`src/rtl/fbr_pkg.sv`:
```
package fbr_pkg;

  localparam int MAX_PAYLOAD_DEF = 32;
  localparam int FRAME_SLOTS_DEF = 4;

  // Frame lengths travel in 7 bits, enough for the default slot size of 32.
  localparam int LEN_W = 7;

  typedef enum logic [1:0] {
    PS_HUNT,
    PS_SIZE,
    PS_DATA,
    PS_SUM
  } parse_state_t;

  typedef enum logic [1:0] {
    CS_IDLE,
    CS_DISPATCH,
    CS_ISSUE,
    CS_LOAD
  } ctl_state_t;

  typedef enum logic [1:0] {
    RK_STATUS = 2'd0,
    RK_DATA   = 2'd1,
    RK_EMPTY  = 2'd2
  } res_kind_t;

  typedef enum logic [2:0] {
    EV_NONE      = 3'd0,
    EV_ACCEPT    = 3'd1,
    EV_BAD_SUM   = 3'd2,
    EV_TOO_LONG  = 3'd3,
    EV_RING_FULL = 3'd4
  } event_t;

  typedef struct packed {
    logic capture;
    logic line;
    logic empty;
    logic zero_frame;
    logic start_read;
    logic issue_read;
    logic load_byte;
    logic pop;
  } fbr_cmd_t;

  typedef struct packed {
    logic kind;
    logic ring_empty;
    logic len_zero;
    logic out_free;
    logic last_byte;
  } fbr_status_t;

endpackage

```
`src/rtl/fbr_if.sv`:
```
interface fbr_req_if
  import fbr_pkg::*;
();
  logic       valid;
  logic       ready;
  logic       kind;
  logic [7:0] rx_byte;

  modport source (output valid, output kind, output rx_byte, input ready);
  modport sink (input valid, input kind, input rx_byte, output ready);
endinterface

interface fbr_res_if
  import fbr_pkg::*;
();
  logic             valid;
  logic             ready;
  logic [1:0]       result_kind;
  logic [2:0]       event_res;
  logic [7:0]       data_byte;
  logic [LEN_W-1:0] frame_length;
  logic             last;

  modport source (output valid, output result_kind, output event_res, output data_byte,
                  output frame_length, output last, input ready);
  modport sink (input valid, input result_kind, input event_res, input data_byte,
                input frame_length, input last, output ready);
endinterface

```
`src/rtl/fbr_ctrl.sv`:
```
module fbr_ctrl
  import fbr_pkg::*;
(
  input  logic        clk,
  input  logic        rst,
  input  logic        in_valid,
  output logic        in_ready,
  input  fbr_status_t st,
  output fbr_cmd_t    cmd
);

  ctl_state_t state;
  ctl_state_t state_next;

  always_ff @(posedge clk) begin
    if (rst) begin
      state <= CS_IDLE;
    end else begin
      state <= state_next;
    end
  end

  always_comb begin
    state_next = state;
    case (state)
      CS_IDLE: begin
        if (in_valid) begin
          state_next = CS_DISPATCH;
        end
      end
      CS_DISPATCH: begin
        if (st.out_free) begin
          if (st.kind && !st.ring_empty && !st.len_zero) begin
            state_next = CS_ISSUE;
          end else begin
            state_next = CS_IDLE;
          end
        end
      end
      CS_ISSUE: begin
        state_next = CS_LOAD;
      end
      CS_LOAD: begin
        if (st.out_free) begin
          state_next = st.last_byte ? CS_IDLE : CS_ISSUE;
        end
      end
      default: begin
        state_next = CS_IDLE;
      end
    endcase
  end

  always_comb begin
    cmd      = '0;
    in_ready = 1'b0;
    case (state)
      CS_IDLE: begin
        in_ready    = 1'b1;
        cmd.capture = in_valid;
      end
      CS_DISPATCH: begin
        if (st.out_free) begin
          if (!st.kind) begin
            cmd.line = 1'b1;
          end else if (st.ring_empty) begin
            cmd.empty = 1'b1;
          end else if (st.len_zero) begin
            cmd.zero_frame = 1'b1;
            cmd.pop        = 1'b1;
          end else begin
            cmd.start_read = 1'b1;
          end
        end
      end
      CS_ISSUE: begin
        cmd.issue_read = 1'b1;
      end
      CS_LOAD: begin
        if (st.out_free) begin
          cmd.load_byte = 1'b1;
          cmd.pop       = st.last_byte;
        end
      end
      default: begin
        cmd = '0;
      end
    endcase
  end

endmodule

```
`src/rtl/fbr_dp.sv`:
```
module fbr_dp
  import fbr_pkg::*;
#(
  parameter int MAX_PAYLOAD = MAX_PAYLOAD_DEF,
  parameter int FRAME_SLOTS = FRAME_SLOTS_DEF
) (
  input  logic             clk,
  input  logic             rst,
  input  fbr_cmd_t         cmd,
  output fbr_status_t      st,
  input  logic             cfg_we,
  input  logic [7:0]       cfg_wdata,
  input  logic             in_kind,
  input  logic [7:0]       in_byte,
  output logic             out_valid,
  input  logic             out_ready,
  output logic [1:0]       out_result_kind,
  output logic [2:0]       out_event_res,
  output logic [7:0]       out_data_byte,
  output logic [LEN_W-1:0] out_frame_length,
  output logic             out_last
);

  localparam int DEPTH  = FRAME_SLOTS * MAX_PAYLOAD;
  localparam int SLOT_W = (FRAME_SLOTS > 1) ? $clog2(FRAME_SLOTS) : 1;
  localparam int CNT_W  = $clog2(FRAME_SLOTS + 1);
  localparam int ADDR_W = (DEPTH > 1) ? $clog2(DEPTH) : 1;
  localparam logic [ADDR_W-1:0] SLOT_SPAN = ADDR_W'(MAX_PAYLOAD);
  localparam logic [SLOT_W-1:0] LAST_SLOT = SLOT_W'(FRAME_SLOTS - 1);

  logic             kind_q;
  logic [7:0]       byte_q;
  logic [7:0]       start_byte;

  parse_state_t     parse_state;
  parse_state_t     parse_state_next;
  logic [LEN_W-1:0] declared_length;
  logic [LEN_W-1:0] declared_length_next;
  logic [LEN_W-1:0] byte_position;
  logic [LEN_W-1:0] byte_position_next;
  logic [7:0]       running_sum;
  logic [7:0]       running_sum_next;
  logic             drop_pending;
  logic             drop_pending_next;
  event_t           line_event;
  logic             commit;
  logic             store_we;

  logic [SLOT_W-1:0] write_slot;
  logic [SLOT_W-1:0] read_slot;
  logic [CNT_W-1:0]  slots_filled;
  logic [LEN_W-1:0]  slot_lengths [FRAME_SLOTS];
  logic              ring_full;

  logic [7:0]        frame_store [DEPTH];
  logic [7:0]        store_q;
  logic [ADDR_W-1:0] wr_addr;
  logic [ADDR_W-1:0] rd_addr;
  logic [LEN_W-1:0]  rd_pos;
  logic [LEN_W-1:0]  rd_len;

  assign ring_full = (slots_filled == CNT_W'(FRAME_SLOTS));

  assign st.kind       = kind_q;
  assign st.ring_empty = (slots_filled == '0);
  assign st.len_zero   = (slot_lengths[read_slot] == '0);
  assign st.out_free   = !out_valid || out_ready;
  assign st.last_byte  = ((rd_pos + LEN_W'(1)) == rd_len);

  always_ff @(posedge clk) begin
    if (cmd.capture) begin
      kind_q <= in_kind;
      byte_q <= in_byte;
    end
  end

  always_ff @(posedge clk) begin
    if (rst) begin
      start_byte <= '0;
    end else if (cfg_we) begin
      start_byte <= cfg_wdata;
    end
  end

  // One line byte through the frame parser.
  always_comb begin
    parse_state_next     = parse_state;
    declared_length_next = declared_length;
    byte_position_next   = byte_position;
    running_sum_next     = running_sum;
    drop_pending_next    = drop_pending;
    line_event           = EV_NONE;
    commit               = 1'b0;
    store_we             = 1'b0;
    case (parse_state)
      PS_HUNT: begin
        if (byte_q == start_byte) begin
          parse_state_next = PS_SIZE;
        end
      end
      PS_SIZE: begin
        if (byte_q > 8'(MAX_PAYLOAD)) begin
          parse_state_next = PS_HUNT;
          line_event       = EV_TOO_LONG;
        end else begin
          declared_length_next = byte_q[LEN_W-1:0];
          byte_position_next   = '0;
          running_sum_next     = '0;
          drop_pending_next    = ring_full;
          parse_state_next     = (byte_q == '0) ? PS_SUM : PS_DATA;
        end
      end
      PS_DATA: begin
        store_we           = !drop_pending;
        running_sum_next   = running_sum + byte_q;
        byte_position_next = byte_position + LEN_W'(1);
        if (byte_position_next >= declared_length) begin
          parse_state_next = PS_SUM;
        end
      end
      PS_SUM: begin
        if (running_sum != byte_q) begin
          line_event = EV_BAD_SUM;
        end else if (drop_pending || ring_full) begin
          line_event = EV_RING_FULL;
        end else begin
          line_event = EV_ACCEPT;
          commit     = 1'b1;
        end
        drop_pending_next = 1'b0;
        parse_state_next  = PS_HUNT;
      end
      default: begin
        parse_state_next = PS_HUNT;
      end
    endcase
  end

  always_ff @(posedge clk) begin
    if (rst) begin
      parse_state     <= PS_HUNT;
      declared_length <= '0;
      byte_position   <= '0;
      running_sum     <= '0;
      drop_pending    <= 1'b0;
    end else if (cmd.line) begin
      parse_state     <= parse_state_next;
      declared_length <= declared_length_next;
      byte_position   <= byte_position_next;
      running_sum     <= running_sum_next;
      drop_pending    <= drop_pending_next;
    end
  end

  // Ring pointers. A frame is committed and a frame is popped in different cycles.
  always_ff @(posedge clk) begin
    if (rst) begin
      write_slot   <= '0;
      read_slot    <= '0;
      slots_filled <= '0;
    end else if (cmd.line && commit) begin
      write_slot   <= (write_slot == LAST_SLOT) ? '0 : write_slot + SLOT_W'(1);
      slots_filled <= slots_filled + CNT_W'(1);
    end else if (cmd.pop) begin
      read_slot    <= (read_slot == LAST_SLOT) ? '0 : read_slot + SLOT_W'(1);
      slots_filled <= slots_filled - CNT_W'(1);
    end
  end

  always_ff @(posedge clk) begin
    if (cmd.line && commit) begin
      slot_lengths[write_slot] <= declared_length;
    end
  end

  assign wr_addr = ADDR_W'(write_slot) * SLOT_SPAN + ADDR_W'(byte_position);
  assign rd_addr = ADDR_W'(read_slot) * SLOT_SPAN + ADDR_W'(rd_pos);

  always_ff @(posedge clk) begin
    if (cmd.line && store_we) begin
      frame_store[wr_addr] <= byte_q;
    end
    if (cmd.issue_read) begin
      store_q <= frame_store[rd_addr];
    end
  end

  always_ff @(posedge clk) begin
    if (cmd.start_read) begin
      rd_pos <= '0;
      rd_len <= slot_lengths[read_slot];
    end else if (cmd.load_byte) begin
      rd_pos <= rd_pos + LEN_W'(1);
    end
  end

  always_ff @(posedge clk) begin
    if (rst) begin
      out_valid <= 1'b0;
    end else if (cmd.line || cmd.empty || cmd.zero_frame || cmd.load_byte) begin
      out_valid <= 1'b1;
    end else if (out_ready) begin
      out_valid <= 1'b0;
    end
  end

  always_ff @(posedge clk) begin
    if (cmd.line) begin
      out_result_kind  <= RK_STATUS;
      out_event_res    <= line_event;
      out_data_byte    <= '0;
      out_frame_length <= '0;
      out_last         <= 1'b1;
    end else if (cmd.empty) begin
      out_result_kind  <= RK_EMPTY;
      out_event_res    <= EV_NONE;
      out_data_byte    <= '0;
      out_frame_length <= '0;
      out_last         <= 1'b1;
    end else if (cmd.zero_frame) begin
      out_result_kind  <= RK_DATA;
      out_event_res    <= EV_NONE;
      out_data_byte    <= '0;
      out_frame_length <= '0;
      out_last         <= 1'b1;
    end else if (cmd.load_byte) begin
      out_result_kind  <= RK_DATA;
      out_event_res    <= EV_NONE;
      out_data_byte    <= store_q;
      out_frame_length <= rd_len;
      out_last         <= st.last_byte;
    end
  end

endmodule

```
`src/rtl/framed_byte_receiver_with_frame_ring.sv`:
```
// Receives line bytes framed as start byte, length, payload and an 8-bit additive
// checksum, and keeps each good frame in a ring of FRAME_SLOTS slots of MAX_PAYLOAD
// bytes. Every word on req is either a line byte (kind 0), which yields one status
// word on res, or a take request (kind 1), which yields the oldest frame's payload
// bytes with last set on the final one, a single data word for an empty frame, or a
// single ring-empty word. One request is handled at a time: a new word is accepted
// only once the controller is back in idle, and a request may be accepted while its
// predecessor's result still waits on res. A take of a frame steps through dispatch,
// then an issue and a load state for each byte, as the frame memory's read data is
// registered before it reaches the output register. Back-pressure on res stalls the
// dispatch and load steps. The start byte register may only be written while
// no request is in progress.
module framed_byte_receiver_with_frame_ring
  import fbr_pkg::*;
#(
  parameter int MAX_PAYLOAD = MAX_PAYLOAD_DEF,
  parameter int FRAME_SLOTS = FRAME_SLOTS_DEF
) (
  input  logic       clk,
  input  logic       rst,
  fbr_req_if.sink    req,
  fbr_res_if.source  res,
  input  logic       cfg_we,
  input  logic [7:0] cfg_wdata
);

  fbr_cmd_t    cmd;
  fbr_status_t st;

  fbr_ctrl u_ctrl (
    .clk      (clk),
    .rst      (rst),
    .in_valid (req.valid),
    .in_ready (req.ready),
    .st       (st),
    .cmd      (cmd)
  );

  fbr_dp #(
    .MAX_PAYLOAD (MAX_PAYLOAD),
    .FRAME_SLOTS (FRAME_SLOTS)
  ) u_dp (
    .clk              (clk),
    .rst              (rst),
    .cmd              (cmd),
    .st               (st),
    .cfg_we           (cfg_we),
    .cfg_wdata        (cfg_wdata),
    .in_kind          (req.kind),
    .in_byte          (req.rx_byte),
    .out_valid        (res.valid),
    .out_ready        (res.ready),
    .out_result_kind  (res.result_kind),
    .out_event_res    (res.event_res),
    .out_data_byte    (res.data_byte),
    .out_frame_length (res.frame_length),
    .out_last         (res.last)
  );

  // A request is worked on alone, so the input is closed in the cycle after one is accepted.
  a_one_at_a_time: assert property (@(posedge clk) disable iff (rst)
    req.valid && req.ready |=> !req.ready)
    else $error("input accepted in back-to-back cycles");

  // A frame is only handed out and released while the ring holds one.
  a_pop_nonempty: assert property (@(posedge clk) disable iff (rst)
    cmd.pop |-> !st.ring_empty)
    else $error("frame popped from an empty ring");

  // The output register is loaded only when its word is gone or leaving.
  a_no_overwrite: assert property (@(posedge clk) disable iff (rst)
    cmd.line || cmd.empty || cmd.zero_frame || cmd.load_byte |-> !res.valid || res.ready)
    else $error("pending result overwritten");

endmodule
```
`src/flat_wrapper.sv`:
```
// flat-port wrapper written by rule: the top's interface ports become plain ports
module framed_byte_receiver_with_frame_ring_flat import fbr_pkg::*;
#(
  parameter int MAX_PAYLOAD = MAX_PAYLOAD_DEF,
  parameter int FRAME_SLOTS = FRAME_SLOTS_DEF
)
  (clk, rst, cfg_we, cfg_wdata, req_valid, req_kind, req_rx_byte, req_ready, res_valid, res_result_kind, res_event_res, res_data_byte, res_frame_length, res_last, res_ready);
  fbr_req_if req_i ();
  fbr_res_if res_i ();
  input  logic clk;
  input  logic rst;
  input  logic cfg_we;
  input  logic [7:0] cfg_wdata;
  input wire logic [$bits(req_i.valid)-1:0] req_valid;
  input wire logic [$bits(req_i.kind)-1:0] req_kind;
  input wire logic [$bits(req_i.rx_byte)-1:0] req_rx_byte;
  output wire logic [$bits(req_i.ready)-1:0] req_ready;
  output wire logic [$bits(res_i.valid)-1:0] res_valid;
  output wire logic [$bits(res_i.result_kind)-1:0] res_result_kind;
  output wire logic [$bits(res_i.event_res)-1:0] res_event_res;
  output wire logic [$bits(res_i.data_byte)-1:0] res_data_byte;
  output wire logic [$bits(res_i.frame_length)-1:0] res_frame_length;
  output wire logic [$bits(res_i.last)-1:0] res_last;
  input wire logic [$bits(res_i.ready)-1:0] res_ready;
  assign req_i.valid = req_valid;
  assign req_i.kind = req_kind;
  assign req_i.rx_byte = req_rx_byte;
  assign req_ready = req_i.ready;
  assign res_valid = res_i.valid;
  assign res_result_kind = res_i.result_kind;
  assign res_event_res = res_i.event_res;
  assign res_data_byte = res_i.data_byte;
  assign res_frame_length = res_i.frame_length;
  assign res_last = res_i.last;
  assign res_i.ready = res_ready;
  framed_byte_receiver_with_frame_ring #(.MAX_PAYLOAD(MAX_PAYLOAD), .FRAME_SLOTS(FRAME_SLOTS)) u_core (.clk(clk), .rst(rst), .req(req_i), .res(res_i), .cfg_we(cfg_we), .cfg_wdata(cfg_wdata));
endmodule
```
`config.mk`:
```
export PLATFORM = sky130hd
export DESIGN_NAME = framed_byte_receiver_with_frame_ring_flat
export DESIGN_NICKNAME = d
export VERILOG_FILES = /design/src/rtl/fbr_pkg.sv /design/src/rtl/fbr_if.sv /design/src/rtl/fbr_ctrl.sv /design/src/rtl/fbr_dp.sv /design/src/rtl/framed_byte_receiver_with_frame_ring.sv /design/src/flat_wrapper.sv
export SDC_FILE = /design/constraint.sdc
export NUM_CORES = 1
export LEC_CHECK = 0
export ABC_CLOCK_PERIOD_IN_PS = 10120
export BUFFER_PORTS_ARGS = -buffer_cell sky130_fd_sc_hd__buf_2
export CORE_ASPECT_RATIO = 1.4
export CORE_MARGIN = 2
export CORE_UTILIZATION = 50
export CTS_BUF_LIST = sky130_fd_sc_hd__clkbuf_8
export CTS_CLUSTER_DIAMETER = 30
export DETAILED_ROUTE_END_ITERATION = 16
export PLACE_DENSITY = 0.65
export SYNTH_ARGS = -nofsm -noshare
export SYNTH_HDL_FRONTEND = slang
export SYNTH_SLANG_ARGS = --single-unit
```
`constraint.sdc`:
```
create_clock -name clk -period 10.12 [get_ports clk]
set_input_delay 1.518 -clock clk [delete_from_list [all_inputs] [get_ports clk]]
set_output_delay 1.518 -clock clk [all_outputs]
set_load 0.02 [all_outputs]
```
**After elaboration in Yosys (flattened, before gate mapping)**

Memories as Yosys holds them, arrays and structs flattened. A register that Yosys moved wholly into a read port is not among the register bits.
Cells that the tools add are included.

- $add $sub $neg: 9
- Magnitude comparators: 2
- Equality and inequality tests: 18
- Multiplexer cells: 61
- Bitwise gates (word level): 2
- Reductions and logical operators: 33

Operator list:

| operator | number |
|---|---|
| 2-bit 2-to-1 mux | 18 |
| 3-bit 2-to-1 mux | 9 |
| 1-bit 2-to-1 mux | 23 |
| 2-bit case mux with 4 select lines | 2 |
| 8-bit case mux with 2 select lines | 1 |
| 3-bit AND reduction | 5 |
| 7-bit by 1-bit adder with 7-bit output (second input constant) | 2 |
| 7-bit adder | 2 |
| 7-bit case mux with 2 select lines | 1 |
| 2-bit equality test (second input constant) | 6 |
| 2-bit nonzero test | 5 |
| 8-bit adder | 1 |
| 8-bit equality test | 1 |
| 8-bit by 6-bit greater-than comparator with 1-bit output (second input constant) | 1 |
| 8-bit logical NOT | 1 |
| 4-bit 2-to-1 mux | 2 |
| 8-bit 2-to-1 mux | 1 |
| 2-bit inequality test (second input constant) | 4 |
| 8-bit inequality test | 1 |
| 7-bit equality test | 1 |
| 7-bit greater-or-equal comparator | 1 |
| 7-bit logical NOT | 1 |
| 7-bit 2-to-1 mux | 1 |
| 3-bit case mux with 2 select lines | 1 |
| 18 further kinds | 34 |

- Register bits: 87
- RAM bits: 1052
- Input port bits: 22
- Output and inout bits: 23
- Word-level logic and storage cells: 148
- Memories: 2

Memory list:

| name | words | bits a word | rd ports | clocked after memory_dff | write ports | line | RTL |
|---|---|---|---|---|---|---|---|
| u_core.u_dp.frame_store | 128 | 8 | 1 | 1 | 1 | fbr_dp.sv:55 | `logic [7:0] frame_store [DEPTH];` |
| u_core.u_dp.slot_lengths | 4 | 7 | 1 | 1 | 1 | fbr_dp.sv:52 | `logic [LEN_W-1:0] slot_lengths [FRAME_SLOTS];` |

**Longest topological paths before layout**

- Word-level depth: 11
- Depth in mapped cells: 11
- Depth with buffers taken out: 9

**Hierarchy**

Synthesis repeated with hierarchy kept, for this count alone.

- Cell total of the unflattened synthesis: 2423
- Area, all modules: 45406.0 um2

Modules (own cells, without submodules):

| module | instances | cells each | area an instance (um2) | seq. area each (um2) |
|---|---|---|---|---|
| fbr_dp | 1 | 2394 | 45187.1 | 33762.4 |
| fbr_ctrl | 1 | 29 | 219.0 | 40.0 |

**Worst setup path after synthesis**

Ideal clock, no wire load.

- Kind: register to register
- From: reg u_core.u_dp.byte_q[1]
- To: reg u_core.u_dp.slots_filled[2]
- Setup time: 70 ps
- Data arrival time: 4267 ps
- Data required time: 10050 ps
- Slack: 5782 ps
- Cell stages (with the launch flop): 11
- Path buffers: 1
- Clock period less this slack: 4338 ps
- Cell sequence: edfxtp_1 -> ha_1 -> nor4_1 -> and3_1 -> and3_1 -> clkbuf_1 -> inv_1 -> fa_1 -> nor2b_1 -> or3_1 -> a21oi_1

- Longest elaborated chain between the ends: 5
- Elaborated cells on any way between the ends: 6
- Those cells by class: eq/ne: 1; mux: 3; reduce/logical: 2

Ends and longest elaborated chain:

| what | line | RTL |
|---|---|---|
| start: declaration | fbr_dp.sv:32 | `logic [7:0] byte_q;` |
| start signal: assignment | fbr_dp.sv:73 | `byte_q <= in_byte;` |
| 8-bit inequality test (*) | fbr_dp.sv:122 | `if (running_sum != byte_q) begin` |
| 1-bit 2-to-1 mux (*) | fbr_dp.sv:122 |  |
| 1-bit 2-to-1 mux (*) | fbr_dp.sv:95 | `case (parse_state)` |
| 1-bit logical AND (*) | fbr_dp.sv:161 | `end else if (cmd.line && commit) begin` |
| 3-bit 2-to-1 mux or 2-bit nonzero test (tied branches) | -- |  |
| end signal: assignment | fbr_dp.sv:163 | `slots_filled <= slots_filled + CNT_W'(1);` |
| end signal: assignment | fbr_dp.sv:166 | `slots_filled <= slots_filled - CNT_W'(1);` |
| end: declaration | fbr_dp.sv:51 | `logic [CNT_W-1:0] slots_filled;` |

Mark *: on every way between the ends. The rest lies on a longest branch, timed or not.
A chain may end at the register's enable or synchronous reset.

**Worst setup path in the final report**

- From: reg u_core.u_dp.rd_pos[0]
- To: reg u_core.u_dp.store_q[0], read port of u_core.u_dp.frame_store, data pin

- Longest elaborated chain between the ends: 1

Ends and longest elaborated chain:

| what | line | RTL |
|---|---|---|
| start: declaration | fbr_dp.sv:59 | `logic [LEN_W-1:0] rd_pos;` |
| start signal: assignment | fbr_dp.sv:193 | `rd_pos <= rd_pos + LEN_W'(1);` |
| 7-bit adder | fbr_dp.sv:177 | `assign rd_addr = ADDR_W'(read_slot) * SLOT_SPAN + ADDR_W'(rd_pos);` |
| end: declaration | fbr_dp.sv:56 | `logic [7:0] store_q;` |

Every way passes these cells.

==> results.toml <==
[timing]
setup_viol = 0
fmax_mhz = 222
fin_crit_ps = 4510
final.setup.tns_ps = 0
clock_skew_ps = 36.2
hold_viol_final = 0
maxSlewViolCount = 0
layout_setup_ws_ps = 5610
rsz0062_at_grt = "false"
final.period_utilization_pct = 44.6
max_slew_margin_pct = 22.0
worst_pin_slew_ps = 1170

[power]
power.leakage_nw = 15.3
ir_worst_vdd_mv = 0.133
p_per_area_nw_per_um2 = 186

[detailed_routing]
dr.pass1.iters = 5
drt_iter0_markers = 2227
antenna_left = 0
via_count = 24700
wl_per_cell_um = 26.3
viasPerCell = 5.92
drcViolationCount = 0
wirelength_um = 110000

[synthesis]
asyncSetResetFlopFracSynth_pct = 0
synth_top_family_by_area = "multiplexers"
synthCells = 2733
synth_ff_type = "edfxtp_1"
synthAdderAreaFrac_pct = 0.719
synth_edf_count = 1079
synthesis.area_um2 = 45600
synthMuxAreaShare_pct = 12.8
ys_seq_elements = 1149
seq_area_frac_synth_pct = 74.1
avgSynthCellArea_um2 = 16.7
yosysWarnings = 0
synth_nets = 2780
synthSimpleGateAreaFrac_pct = 4.78
synthXorXnorAreaFrac_pct = 0.749
synthDistinctLibCells = 51
synth-compound-area-share_pct = 5.34

[setup_path]
rrSetupSlack_ps = 5610
ff2ff_path_depth = 8
reg2reg_to = "u_core.u_dp.store_q[0]"
required_ps = 10800
cp_max_fo = 113
worstPathArrival_ps = 5190
crit_chain = "buf_12, buf_4, mux2i_1, o22ai_1, nor3_1, a211oi_1, o221ai_1, o21ai_0"
start_kind = "flip-flop"
worst_path_max_delay_cell = "dfxtp_4"
critical_path_class = "reg -> reg"
r2r-start = "u_core.u_dp.rd_pos[0]"
worstSetupEndpointType = "flip-flop"
slowest_delay_ps = 890

[finish]
area_growth_pct = 11.0
drive_gt1_share_pct = 14.1
final_common_cell = "edfxtp_1"
layout_common_cells = "1,079 x edfxtp_1, 421 x mux2i_1, 188 x nor2_1"
fin_nets = 2890
n_fill_cell = 7083
final_area_um2 = 50700
utilization_pct = 55.8
fin_cells = 4183

[clock_network]
clkTransAtPathRegs_ps = 70
cts_setup_buffers = 0
htree_levels = 4
root_buffer = "clkbuf_8"
numCtsBuffers = 174
clk_latency_ps = 840
holdBufCountCts = 0
cts_resized = 0
cts_tree = "done"
cts.sinks = 1149
cts_buffer_depth = 3

[die]
ios = 45
die-area_um2 = 93700
rows = 131
coreArea_um2 = 90800
start_util_pct = 50.2
die_h_um = 361
die_w_um = 259

[placed_design]
placed_area_um2 = 47100
placed_cells = 3864
place_ws_ps = 4890
io_buffers = 44
place_congestion = 0.877
dp_hpwl_um = 66600

[run_status]
status = "finished clean"

[grt]
antenna_found_initial = 2
overflow = 0
grt_pass1_vias = 25300
grt_start_max_net_pins = 135
track_usage_pct = 23.6
grt_pass1_wl_um = 161000

[worst_hold_path]
whs_path_depth = 2
hold_class = "reg -> reg"
min_from = "u_core.u_dp.out_frame_length[0]"
holdPathEnd = "u_core.u_dp.out_frame_length[0]"

[flow_run]
drv_cap = 0
## worst max path at each step
stage,start,depth (start not counted),end,slack (ps)
6_report,u_core.u_dp.rd_pos[0],8,u_core.u_dp.store_q[0],5610
5_1_grt,u_core.u_dp.rd_pos[0],8,u_core.u_dp.store_q[0],5230
4_1_cts,u_core.u_dp.rd_pos[0],7,u_core.u_dp.store_q[0],5550
3_5_place_dp,res_ready,8,u_core.u_dp.frame_store[76][7],4890
3_3_place_gp,res_ready,8,u_core.u_dp.frame_store[76][5],5030
2_1_floorplan,u_core.u_dp.byte_q[1],10,u_core.u_dp.slots_filled[2],5780
## logic make-up (layout without fill, tap and decap cells)
group / after synthesis / count (layout)
multiplexers: 492 / 492
XOR/XNOR: 39 / 39
AO/OA/AOI/OAI: 370 / 370
other: 0 / 2
buffers and inverters: 169 / 420
flip-flops: 1149 / 1149
AND/OR/NAND/NOR: 489 / 489
adder cells (fa/ha/maj): 25 / 25
## cell type report
cell class                 instances  area (um2)  area share, %
clock inverter                   130         986           1.95
tap                             1197        1500           2.96
sequential                      1149       33800           66.8
timing repair buffer              90         591           1.17
clock buffer                     187        2570           5.08
inverter                          13        48.8         0.0963
antenna                            2        5.00        0.00988
multi-input combinational       1415       11100           22.0
## registers in the layout (all words and copies together) (netlist names), 2 cells and up, named ones only
name                          flops
u_core.u_dp.rd_len                7
u_core.u_dp.out_data_byte         8
u_core.u_dp.rd_pos                7
u_core.u_dp.start_byte            8
u_core.u_dp.slot_lengths         28
u_core.u_dp.out_frame_length      7
u_core.u_dp.byte_q                8
u_core.u_ctrl.state               2
u_core.u_dp.write_slot            2
u_core.u_dp.store_q               8
u_core.u_dp.out_result_kind       2
u_core.u_dp.read_slot             2
u_core.u_dp.byte_position         7
u_core.u_dp.running_sum           8
u_core.u_dp.out_event_res         3
u_core.u_dp.slots_filled          3
u_core.u_dp.frame_store        1024
u_core.u_dp.declared_length       7
## cells in the mapped netlist, drive strengths merged, types with 21 or more instances
cell type	n	area, um2
a211oi	43	323
o22ai	72	450
a22oi	113	848
nand3	68	340
mux4	71	1610
clkbuf	96	360
nor2	190	716
edfxtp	1079	32400
o21ai	33	165
a21oi	64	320
nor3	39	211
nand2	123	462
buf	60	294
mux2i	421	4210
xnor2	27	236
a31oi	21	131
dfxtp	70	1400
ha	23	288
## critical path, delay by kind of cell (launching register included)
family / cells / cell delay, ps
AOI/OAI and AO/OA: 4 / 1490
buffers and inverters: 2 / 1490
DFF: 1 / 890
muxes: 1 / 180
and+or+nand+nor: 1 / 80
## power breakdown
part	internal, mW	switching [mW]
Clock	2.08	1.77
Sequential	5.21	0.0120
Combinational	0.113	0.227
## per-stage QoR
stage	power [mW]	hold WS, ps
3_5_place_dp	5.67	445
4_1_cts	9.49	454
2_1_floorplan	5.55	447
3_3_place_gp	5.66	442
5_1_grt	9.71	475
6_report	9.42	451
## metal layers
| metal | share of wire (%) | GRT usage (%) | vias to the layer above | wire length (um) |
|---|---|---|---|---|
| li1 | - | - | 11000 | - |
| met1 | 38 | 28.6 | 12600 | 41700 |
| met2 | 52 | 41.1 | 952 | 57300 |
| met3 | 6.1 | 4.74 | 216 | 6680 |
| met4 | 3.9 | 9.92 | 2 | 4270 |
| met5 | 0.012 | 0 | - | 13 |
(Power assumes the default switching activity.)
